### config.mk
export PLATFORM = sky130hd
export DESIGN_NAME = bounded_array_list
export DESIGN_NICKNAME = d
export VERILOG_FILES = /design/src/sv/bal_pkg.sv /design/src/sv/bal_ram.sv /design/src/sv/bal_ctrl.sv /design/src/sv/bounded_array_list.sv
export SDC_FILE = /design/constraint.sdc
export NUM_CORES = 2
export LEC_CHECK = 0
export BUFFER_PORTS_ARGS = -buffer_cell sky130_fd_sc_hd__buf_4
export CORE_MARGIN = 2
export CORE_UTILIZATION = 43
export CTS_BUF_LIST = sky130_fd_sc_hd__clkbuf_16
export CTS_CLUSTER_DIAMETER = 60
export DETAILED_ROUTE_END_ITERATION = 10
export GPL_TIMING_DRIVEN = 0
export SLEW_MARGIN = 20
export SYNTH_ARGS = -nofsm -noshare
export SYNTH_HDL_FRONTEND = slang
export SYNTH_SLANG_ARGS = --single-unit
### constraint.sdc
create_clock -name clk_i -period 10.3 [get_ports clk_i]
set_input_delay 1.545 -clock clk_i [delete_from_list [all_inputs] [get_ports clk_i]]
set_output_delay 1.545 -clock clk_i [all_outputs]
set_load 0.01 [all_outputs]
### src/sv/bal_pkg.sv
// Package for the bounded array list: sizes, codes, beat types and sequencer states.
`default_nettype none
package bal_pkg;

  localparam int CAPACITY = 64;
  localparam int ADDR_W   = $clog2(CAPACITY);
  localparam int CNT_W    = 7;
  localparam int DATA_W   = 32;

  localparam logic [2:0] ACT_APPEND    = 3'd0;
  localparam logic [2:0] ACT_INS_FRONT = 3'd1;
  localparam logic [2:0] ACT_REM_FIRST = 3'd2;
  localparam logic [2:0] ACT_REM_LAST  = 3'd3;
  localparam logic [2:0] ACT_INS_POS   = 3'd4;
  localparam logic [2:0] ACT_READ      = 3'd5;

  localparam logic [1:0] ST_OK    = 2'd0;
  localparam logic [1:0] ST_FULL  = 2'd1;
  localparam logic [1:0] ST_EMPTY = 2'd2;
  localparam logic [1:0] ST_RANGE = 2'd3;

  typedef struct packed {
    logic [2:0]        action;
    logic [6:0]        position;
    logic signed [31:0] item_value;
  } req_t;

  typedef struct packed {
    logic [1:0]         status;
    logic signed [31:0] result_value;
    logic [6:0]         entry_count;
  } rsp_t;

  typedef struct packed {
    logic              we;
    logic [ADDR_W-1:0] waddr;
    logic [DATA_W-1:0] wdata;
    logic [ADDR_W-1:0] raddr;
  } mem_req_t;

  typedef enum logic [2:0] {
    S_IDLE,
    S_UP,
    S_PUT,
    S_DOWN,
    S_FIN
  } state_e;

endpackage
`default_nettype wire

### src/sv/bal_ram.sv
// Entry store: one write port, one read port, registered read data.
`default_nettype none
module bal_ram (
  input  wire                    clk_i,
  input  wire bal_pkg::mem_req_t mem_req_i,
  output logic [31:0]            rdata_o
);
  import bal_pkg::*;

  logic [DATA_W-1:0] mem [CAPACITY];

  always_ff @(posedge clk_i) begin
    if (mem_req_i.we) begin
      mem[mem_req_i.waddr] <= mem_req_i.wdata;
    end
    rdata_o <= mem[mem_req_i.raddr];
  end

endmodule
`default_nettype wire

### src/sv/bal_ctrl.sv
// Request sequencer: checks, shifts entries through the store and builds the reply.
`default_nettype none
module bal_ctrl (
  input  wire                clk_i,
  input  wire                rst_ni,
  input  wire                start,
  output logic               busy,
  input  wire bal_pkg::req_t req_i,
  output logic               done_o,
  output bal_pkg::rsp_t      rsp_o,
  output bal_pkg::mem_req_t  mem_req_o,
  input  wire [31:0]         rdata_i
);
  import bal_pkg::*;

  state_e            state_q, state_d;
  logic [CNT_W-1:0]  cnt_q, cnt_d;
  logic [CNT_W-1:0]  n_q, n_d;
  logic [ADDR_W-1:0] ptr_q, ptr_d;
  logic [ADDR_W-1:0] wa_q, wa_d;
  logic [ADDR_W-1:0] at_q, at_d;
  logic              pend_q, pend_d;
  logic              first_q, first_d;
  logic              cap_q, cap_d;
  logic [1:0]        st_q, st_d;
  logic [DATA_W-1:0] res_q, res_d;
  logic [DATA_W-1:0] val_q, val_d;
  logic              done_q, done_d;
  rsp_t              rsp_q, rsp_d;
  logic [CNT_W-1:0]  at_w;

  always_ff @(posedge clk_i or negedge rst_ni) begin
    if (!rst_ni) begin
      state_q <= S_IDLE;
      cnt_q   <= '0;
      pend_q  <= 1'b0;
      done_q  <= 1'b0;
    end else begin
      state_q <= state_d;
      cnt_q   <= cnt_d;
      pend_q  <= pend_d;
      done_q  <= done_d;
    end
  end

  always_ff @(posedge clk_i) begin
    n_q     <= n_d;
    ptr_q   <= ptr_d;
    wa_q    <= wa_d;
    at_q    <= at_d;
    first_q <= first_d;
    cap_q   <= cap_d;
    st_q    <= st_d;
    res_q   <= res_d;
    val_q   <= val_d;
    rsp_q   <= rsp_d;
  end

  always_comb begin
    state_d = state_q;
    cnt_d   = cnt_q;
    n_d     = n_q;
    ptr_d   = ptr_q;
    wa_d    = wa_q;
    at_d    = at_q;
    pend_d  = pend_q;
    first_d = first_q;
    cap_d   = cap_q;
    st_d    = st_q;
    res_d   = res_q;
    val_d   = val_q;
    done_d  = 1'b0;
    rsp_d   = rsp_q;
    at_w    = cnt_q;

    mem_req_o.we    = 1'b0;
    mem_req_o.waddr = wa_q;
    mem_req_o.wdata = rdata_i;
    mem_req_o.raddr = ptr_q;

    case (state_q)
      S_IDLE: begin
        if (start) begin
          val_d   = req_i.item_value;
          res_d   = '0;
          st_d    = ST_OK;
          pend_d  = 1'b0;
          first_d = 1'b1;
          cap_d   = 1'b0;
          state_d = S_FIN;
          case (req_i.action)
            ACT_APPEND, ACT_INS_FRONT, ACT_INS_POS: begin
              if (req_i.action == ACT_INS_FRONT) begin
                at_w = '0;
              end else if (req_i.action == ACT_INS_POS) begin
                at_w = req_i.position;
              end
              if (cnt_q == CNT_W'(CAPACITY)) begin
                st_d = ST_FULL;
              end else if (at_w > cnt_q) begin
                st_d = ST_RANGE;
              end else begin
                at_d    = at_w[ADDR_W-1:0];
                n_d     = cnt_q - at_w;
                ptr_d   = ADDR_W'(cnt_q - CNT_W'(1));
                cnt_d   = cnt_q + CNT_W'(1);
                state_d = S_UP;
              end
            end
            ACT_REM_FIRST, ACT_REM_LAST: begin
              if (cnt_q == '0) begin
                st_d = ST_EMPTY;
              end else begin
                if (req_i.action == ACT_REM_FIRST) begin
                  ptr_d = '0;
                  n_d   = cnt_q;
                end else begin
                  ptr_d = ADDR_W'(cnt_q - CNT_W'(1));
                  n_d   = CNT_W'(1);
                end
                cnt_d   = cnt_q - CNT_W'(1);
                state_d = S_DOWN;
              end
            end
            ACT_READ: begin
              if (cnt_q == '0) begin
                st_d = ST_EMPTY;
              end else if (req_i.position >= cnt_q) begin
                st_d = ST_RANGE;
              end else begin
                ptr_d   = req_i.position[ADDR_W-1:0];
                n_d     = CNT_W'(1);
                state_d = S_DOWN;
              end
            end
            default: begin
              st_d = ST_OK;
            end
          endcase
        end
      end
      S_UP: begin
        // Each cycle writes the entry read last cycle one place up and reads the next lower one.
        if (pend_q) begin
          mem_req_o.we = 1'b1;
        end
        if (n_q != '0) begin
          wa_d   = ptr_q + ADDR_W'(1);
          pend_d = 1'b1;
          ptr_d  = ptr_q - ADDR_W'(1);
          n_d    = n_q - CNT_W'(1);
        end else begin
          pend_d  = 1'b0;
          state_d = S_PUT;
        end
      end
      S_PUT: begin
        mem_req_o.we    = 1'b1;
        mem_req_o.waddr = at_q;
        mem_req_o.wdata = val_q;
        done_d          = 1'b1;
        rsp_d           = '{status: st_q, result_value: res_q, entry_count: cnt_q};
        state_d         = S_IDLE;
      end
      S_DOWN: begin
        // The first read is the reply value; later reads move one place down.
        if (pend_q) begin
          if (cap_q) begin
            res_d = rdata_i;
          end else begin
            mem_req_o.we = 1'b1;
          end
        end
        if (n_q != '0) begin
          wa_d    = ptr_q - ADDR_W'(1);
          cap_d   = first_q;
          first_d = 1'b0;
          pend_d  = 1'b1;
          ptr_d   = ptr_q + ADDR_W'(1);
          n_d     = n_q - CNT_W'(1);
        end else begin
          pend_d  = 1'b0;
          state_d = S_FIN;
        end
      end
      S_FIN: begin
        done_d  = 1'b1;
        rsp_d   = '{status: st_q, result_value: res_q, entry_count: cnt_q};
        state_d = S_IDLE;
      end
      default: begin
        state_d = S_IDLE;
      end
    endcase
  end

  assign busy   = (state_q != S_IDLE);
  assign done_o = done_q;
  assign rsp_o  = rsp_q;

  a_done_single: assert property (@(posedge clk_i) disable iff (!rst_ni)
    done_q |=> !done_q) else $error("reply strobe held for two cycles");

  a_cnt_bound: assert property (@(posedge clk_i) disable iff (!rst_ni)
    cnt_q <= CNT_W'(CAPACITY)) else $error("entry count above capacity");

  a_accept_busy: assert property (@(posedge clk_i) disable iff (!rst_ni)
    (start && !busy) |=> busy) else $error("accepted request left sequencer idle");

  a_idle_nowrite: assert property (@(posedge clk_i) disable iff (!rst_ni)
    (state_q == S_IDLE) |-> !mem_req_o.we) else $error("store written while idle");

endmodule
`default_nettype wire

### src/sv/bounded_array_list.sv
// Top level of the bounded array list: sequencer plus entry store.
//
// A request beat (action, position, item_value) is taken at a rising clock
// edge where start is high and busy is low. Busy rises the cycle after and
// stays high while the request runs. Every request returns exactly one reply
// beat (status, result_value, entry_count) on rsp_o, marked by done_o for a
// single cycle. The receiver cannot stall, so the reply must be taken when
// done_o is high; a new request may be started in that same cycle.
//
// The time to done_o grows with the entries that a request must shift: an
// insert at position p moves the c - p entries at and above it up (append
// moves none), remove first moves every entry but the first down, remove last
// and read make a single read, and rejected or unused requests go straight
// to the reply. This is set by the single read and single write port of the
// store: every shifted entry takes a read and a write through it.
//
// Reset clears the count and the sequencer; the store itself is not cleared,
// since no entry's read data is used before it has been written.
`default_nettype none
module bounded_array_list (
  input  wire                clk_i,
  input  wire                rst_ni,
  input  wire                start,
  output logic               busy,
  input  wire bal_pkg::req_t req_i,
  output logic               done_o,
  output bal_pkg::rsp_t      rsp_o
);
  import bal_pkg::*;

  mem_req_t          mem_req;
  logic [DATA_W-1:0] rdata;

  // Sequencer owns the count, the reply register and all store accesses.
  bal_ctrl u_ctrl (
    .clk_i     (clk_i),
    .rst_ni    (rst_ni),
    .start     (start),
    .busy      (busy),
    .req_i     (req_i),
    .done_o    (done_o),
    .rsp_o     (rsp_o),
    .mem_req_o (mem_req),
    .rdata_i   (rdata)
  );

  // Entry store with registered read data.
  bal_ram u_ram (
    .clk_i     (clk_i),
    .mem_req_i (mem_req),
    .rdata_o   (rdata)
  );

endmodule
`default_nettype wire

# Yosys cells after proc, flatten, opt, wreduce, memory -nomap -nowiden
# Memories as Yosys holds them, arrays and structs flattened. A register that Yosys moved wholly into a read port is not among the register bits.
# Index checks and enable logic that the tools add are counted.
# Widths: inputs -> output; s select.
dict set report totals {
  reg_bits 146
  ramBits 2048
  input_bits 45
  out_inout_bits 43
  elab_cells 145
  mem_count 1
}
dict set report classes {
  add_sub_neg 6
  order_cmp 2
  eq_ne 27
  muxes 67
  bitwise 2
  reduce_logical 24
}
# memory depth word_bits rd rd_clocked_by_memory_dff wr line
set memory_table {}
lappend memory_table {u_ram.mem 64 32 1 1 1 bal_ram.sv:10} ;# logic [DATA_W-1:0] mem [CAPACITY];
# op n
set op_table {}
lappend op_table {{$mux 7} 16}
lappend op_table {{$mux 32} 3}
lappend op_table {{$pmux 32 s2} 1}
lappend op_table {{$mux 6} 9}
lappend op_table {{$mux 38} 1}
lappend op_table {{$pmux 6 s3} 2}
lappend op_table {{$pmux 7 s2} 2}
lappend op_table {{$mux 3} 8}
lappend op_table {{$pmux 7 s3} 1}
lappend op_table {{$pmux 3 s3} 2}
lappend op_table {{$ne 3x3->1 const B} 5}
lappend op_table {{$sub 7x1->7 const B} 2}
lappend op_table {{$eq 3x2->1 const B} 4}
lappend op_table {{$ne 2x2->1 const B} 6}
lappend op_table {{$pmux 6 s2} 1}
lappend op_table {{$mux 1} 11}
lappend op_table {{$mux 2} 5}
lappend op_table {{$ne 2x1->1 const B} 5}
lappend op_table {{$reduce_and 10->1} 1}
lappend op_table {{$eq 3x3->1 const B} 3}
lappend op_table {{$reduce_and 3->1} 3}
lappend op_table {{$reduce_and 9->1} 1}
lappend op_table {{$reduce_bool 2->1} 4}
lappend op_table {{$add 7x1->7 const B} 1}
lappend op_table {{22 further kinds} 31}

# Logic depth before layout (Yosys ltp)
dict set report depth {
  depth_word 12
  mapped_depth 13
  ltp_nobuf 12
}

# Hierarchy
# From an unflattened synthesis, not the netlist that was laid out.
dict set report hier_totals {
  cells_unflattened 4019
  area_unflattened_um2 85897.4
}
# module instances cells_each area_per_inst_um2
set modules_own_cells {}
lappend modules_own_cells {bal_ram 1 3511 79039.6}
lappend modules_own_cells {bal_ctrl 1 508 6857.8}

# Worst setup path after synthesis
# No wires, ideal clock.
dict set report synth_timing {
  kind {input-to-reg}
  from {input port req_i[39] (netlist name)}
  to {register u_ctrl.n_q[0] (enable)}
  arrival_ns 4.109
  path_slack_ns 5.810
  cell_stages 12
  path_cell_list {clkbuf_1 nor2_1 a22o_1 a22oi_1 ha_1 nor2b_1 o21ai_0 a21boi_0 o22ai_1 o21ai_0 o31ai_1 o21ai_0}
}
dict set report synth_via {
  elab_chain_cells 9
}
# item line
set synth_lines {}
lappend synth_lines {{start, declared} bounded_array_list.sv:25} ;# input wire bal_pkg::req_t req_i,
lappend synth_lines {{$eq 3x3->1} {bal_ctrl.sv:91, bal_ctrl.sv:95}}
lappend synth_lines {{$mux 7} bal_ctrl.sv:95} ;# end else if (req_i.action == ACT_INS_POS) begin
lappend synth_lines {{$mux 7} bal_ctrl.sv:93} ;# if (req_i.action == ACT_INS_FRONT) begin
lappend synth_lines {{$mux 7} bal_ctrl.sv:91} ;# case (req_i.action)
lappend synth_lines {{$mux 7} bal_ctrl.sv:83} ;# if (start) begin
lappend synth_lines {{$mux 7} bal_ctrl.sv:81} ;# case (state_q)
lappend synth_lines {{$gt 7x7->1} bal_ctrl.sv:100} ;# end else if (at_w > cnt_q) begin
lappend synth_lines {{$ne 3x3->1 (no source line)} -}
lappend synth_lines {{$reduce_and 9->1 (no source line) *} -}
lappend synth_lines {{end signal, assigned} bal_ctrl.sv:47} ;# n_q <= n_d;
lappend synth_lines {{end, declared} bal_ctrl.sv:18} ;# logic [CNT_W-1:0] n_q, n_d;
# Mark *: on every way between the ends. The rest lies on a longest branch, timed or not. The select of a mux whose other input is x is not followed.
# A chain may end at the register's enable or synchronous reset.

# Final worst setup path
dict set report layout_timing {
  from {input port req_i[41] (netlist name)}
  to {register u_ctrl.ptr_q[0] (enable)}
}
dict set report layout_via {
  elab_chain_cells 9
}
# item line
set layout_lines {}
lappend layout_lines {{$eq 3x3->1} {bal_ctrl.sv:91, bal_ctrl.sv:95}}
lappend layout_lines {{$mux 7} bal_ctrl.sv:95}
lappend layout_lines {{$mux 7} bal_ctrl.sv:93}
lappend layout_lines {{$mux 7} bal_ctrl.sv:91}
lappend layout_lines {{$mux 7} bal_ctrl.sv:83}
lappend layout_lines {{$mux 7} bal_ctrl.sv:81}
lappend layout_lines {{$gt 7x7->1} bal_ctrl.sv:100}
lappend layout_lines {{$ne 3x3->1 (no source line)} -}
lappend layout_lines {{$reduce_and 10->1 (no source line) *} -}
lappend layout_lines {{end signal, assigned} bal_ctrl.sv:48} ;# ptr_q <= ptr_d;
lappend layout_lines {{end, declared} bal_ctrl.sv:19} ;# logic [ADDR_W-1:0] ptr_q, ptr_d;
# Marks and branches as above.

==> results by group <==
Worst setup path
  • Cell family with the largest share of critical-path delay: compound AO/OA/AOI/OAI gates
  • Most common cell on crit path: sky130_fd_sc_hd__o21ai_0
  • Critical path fanouts, max: 10
  • Launching element type of the critical path: input port
  • Critical-path top delay cell: sky130_fd_sc_hd__o21ai_0
  • Number of buffers and inverters on the critical path: 2
  • CP Cell Sequence: buf_4, clkbuf_1, o21bai_1, a22oi_1, ha_1, o21ai_0, a21boi_0, o22ai_1, o21ai_0, o31ai_1, o21ai_0
  • Slowest Stage Delay on Critical Path: 700 ps
  • Worst EP arrival: slightly below 5000 ps
  • Setup crit end kind: flop
  • CP Data Required Time: 10760 ps
  • WS Path Type: input port to flop

Placed design
  • Routability congestion estimate from global placement: 0.8860
  • Placement-stage cell area: 92780 sq um
  • Sum of net half-perimeters after detailed placement: 160500 um
  • Port bufs: 87

STA
  • Fin crit share: 43.14%
  • Max-slew violation total from the final report: 0
  • Final count of negative-setup-slack endpoints: 0
  • Post-route minimum period: ~4400 ps
  • Transition time at the pin with the least slew margin: around 1200 ps
  • Final hold slack: 418.4 ps
  • Layout Skew: 41.59 ps
  • RSZ-0062 raised after global routing: false
  • Fin Setup TNS: 0 ps
  • Fin. Hold Viols: 0
  • Slew HR: 17.55%
  • Max Clock Freq: 225.0 MHz

Power and ir drop
  • Total power: 30000 uW
  • Power per cell area: 301.7 nW/um^2
  • Max VDD drop: ~0.25 mV
  • P_leak: 0.03149 uW

Yosys
  • Count of flip-flops with a built-in enable after synthesis: around 2200
  • Synthesized Nets: 3800
  • Synthesized cell area: 85340 sq um
  • Number of distinct library cells after synthesis: 63
  • Share of synthesized area occupied by flip-flops and latches: 77.89%
  • Synth top area share: between 70 and 80%
  • Post-synthesis instance total: 3733
  • Flip-flop and latch count after synthesis: 2226
  • Flip-flop cell with the highest count after synthesis: sky130_fd_sc_hd__edfxtp_1
  • Mapped Avg Cell Area: 22.86 sq um
  • Count of yosys warnings during synthesis: 0
  • Dominant cell type by area after synthesis: sky130_fd_sc_hd__edfxtp_1
  • Share of synthesized registers carrying an async set or reset: 0.5391%
  • Most area-consuming cells after synthesis: sky130_fd_sc_hd__edfxtp_1 (77%), sky130_fd_sc_hd__mux4_2 (16%), sky130_fd_sc_hd__dfxtp_1 (0.75%)

Final layout
  • # fillers: 15471
  • Final std cell area, no fill: just under 100000 sq um
  • Final nets: between 4000 and 5000
  • P&R area growth vs syn: 16.51%
  • Fraction of final layout cells sized beyond drive strength 1: 29.79%

Global route
  • Number of antenna violations at the first check in global routing: 9
  • Vias in the first global route: 41836
  • Largest net degree at the start of global routing: 65
  • Global-route wire length before repair: 334300 um
  • Global router's overall resource usage: 23.92%
  • Overall overflow remaining after global route: 0

Die
  • Core region area: around 200000 sq um
  • Top Ports: slightly below 90
  • Height of the chip: roughly 450 um
  • Starting Density: 43.27%
  • Site row count: 163
  • Overall die area: 202000 sq um
  • Die X-Extent: 449.5 um

Clock network
  • Number of buffers created by CTS: 213
  • TritonCTS sink count: around 2200
  • TritonCTS clock tree: yes
  • Post-CTS resize count: 0
  • Post-CTS setup buffer count: 0
  • Max clock buf depth: 3
  • Number of buffers added to fix hold violations after cts: 0
  • Worst-Skew Late Latency: 860 ps
  • # H-tree levels: 4
  • Buffer type at the clock tree root: sky130_fd_sc_hd__clkbuf_16
  • Reg clk slew, reported paths: 60 ps

Drt
  • Via density per instance: 6.055
  • Sum of met2 wire segment lengths after detailed routing: 113300 um
  • Top sig layer: met5
  • Routed Wire Length: about 240000 um
  • Length of the first detailed-routing pass in iterations: 6
  • Remaining DRCs: 0
  • Routed len/inst: 34.78 um
  • Drt first-iter violations: approximately 6000
  • Via count of the routed design: between 40000 and 50000
  • WL met3: 24970 um
  • M1 WL: 94320 um
  • Remaining antenna violation count after routing: 0

Hold path
  • Hold Path Class: flop to flop

Status
  • Run status: finished, final reports clean

Run
  • Number of max-cap violations: 0
where the power goes:
| part | switching, uW | leakage (uW) | internal (uW) |
|---|---|---|---|
| logic | 6690 | 0.00791 | 3470 |
| registers | 255 | 0.0201 | 12200 |
| clock network | 3360 | 0.00343 | 4070 |
| total | 10300 | 0.0315 | 19700 |
synthesized netlist by cell type (23+ instances only):
| library cell | count |
|---|---|
| sky130_fd_sc_hd__buf_1 | 23 |
| sky130_fd_sc_hd__inv_1 | 28 |
| sky130_fd_sc_hd__and3_1 | 35 |
| sky130_fd_sc_hd__buf_2 | 64 |
| sky130_fd_sc_hd__clkbuf_1 | 93 |
| sky130_fd_sc_hd__o21ai_0 | 36 |
| sky130_fd_sc_hd__dfxtp_1 | 32 |
| sky130_fd_sc_hd__a21oi_1 | 47 |
| sky130_fd_sc_hd__edfxtp_1 | 2182 |
| sky130_fd_sc_hd__nand2_1 | 99 |
| sky130_fd_sc_hd__mux4_2 | 596 |
| sky130_fd_sc_hd__mux2i_1 | 40 |
| sky130_fd_sc_hd__mux2_2 | 36 |
| sky130_fd_sc_hd__nor2_1 | 106 |
| sky130_fd_sc_hd__a22oi_1 | 44 |
| sky130_fd_sc_hd__a221oi_1 | 25 |
| sky130_fd_sc_hd__xnor2_1 | 24 |
sequential cells by signal, summed over array words and instances (netlist names), 7 cells and up:
name           flops
u_ctrl.cnt_q       7
u_ctrl.n_q         7
u_ctrl.res_q      32
u_ctrl.rsp_o      41
u_ctrl.val_q      32
u_ram.mem       2048
u_ram.rdata_o     32
layer usage:
layer	global-route usage (%)	vias up
li1	-	16768
met1	32.86	22701
met2	37.01	2341
met3	5.987	436
met4	9.212	6
met5	0	-
metrics by stage:
| step | util, % | setup WS (ps) | cells |
|---|---|---|---|
| after CTS | 50.37 | 5800 | 6973 |
| final | 50.41 | 5856 | 6978 |
| after global routing | 50.41 | 5587 | 6974 |
| after floorplan | - | 5810 | 3733 |
| after global placement | 45.28 | 3577 | 6460 |
| after detailed placement | 47.04 | 4909 | 6581 |
final timing paths:
check / from / end / slack [ps] / depth (start not counted)
max: req_i[41] / u_ctrl.ptr_q[0]$_DFFE_PP_ / 5860 / 11
min: u_ctrl.res_q[20]$_SDFFCE_PN0P_ / u_ctrl.rsp_o[27]$_DFFE_PP_ / 420 / 0
max reg2reg: u_ctrl.state_q[2]$_DFFE_PN0P_ / u_ram.mem[31][17]$_DFFE_PP_ / 5890 / 8
min reg2reg: u_ctrl.res_q[20]$_SDFFCE_PN0P_ / u_ctrl.rsp_o[27]$_DFFE_PP_ / 420 / 0
max in group asynchronous: rst_ni / u_ctrl.cnt_q[1]$_DFFE_PN0P_ / 9580 / 1
min in group asynchronous: rst_ni / u_ctrl.state_q[1]$_DFFE_PN0P_ / 550 / 1
placed cells by master (no fill, tap or decap), drive strengths merged, types with 4 or more instances in the layout:
master	Yosys	final
edfxtp	2182	2182
mux4	596	596
clkbuf	93	315
buf	103	310
nor2	106	106
nand2	99	99
clkinv	1	94
inv	28	92
a21oi	47	47
a22oi	44	44
o21ai	41	41
mux2i	40	40
mux2	36	36
and3	35	35
dfxtp	32	32
a221oi	25	25
xnor2	24	24
ha	21	21
a211oi	16	16
nand3	15	15
and2	13	13
dfrtp	12	12
nor2b	11	11
a31oi	11	11
nor3	10	10
bufinv	0	9
nand2b	8	8
a22o	8	8
or3	7	7
clkinvlp	0	6
xor2	5	5
o22ai	5	5
o221ai	5	5
nand3b	5	5
o31ai	5	5
diode	0	4
nand4	4	4
cells by family after synthesis:
family          after synthesis  share of synthesized area [%]
flops                      2226                          77.89
compound gates              238                          1.899
xor+xnor                     29                         0.2976
buf+inv                     225                          1.180
fa+ha+maj                    22                         0.3314
simple gates                321                          1.733
mux                         672                          16.67
cell type report:
type / count / area (sq um) / area share (%)
Multi-Input combinational cell: 1282 / 18480 / 18.59
Clock buffer: 220 / 5505 / 5.537
Buffer: 196 / 920.9 / 0.9263
Clock inverter: 172 / 1054 / 1.060
Inverter: 29 / 111.4 / 0.1120
Antenna cell: 4 / 10.01 / 0.01007
Sequential cell: 2226 / 66460 / 66.85
Tap cell: 2640 / 3303 / 3.322
Timing Repair Buffer: 209 / 3570 / 3.590
Power figures use the tool's default switching activity.
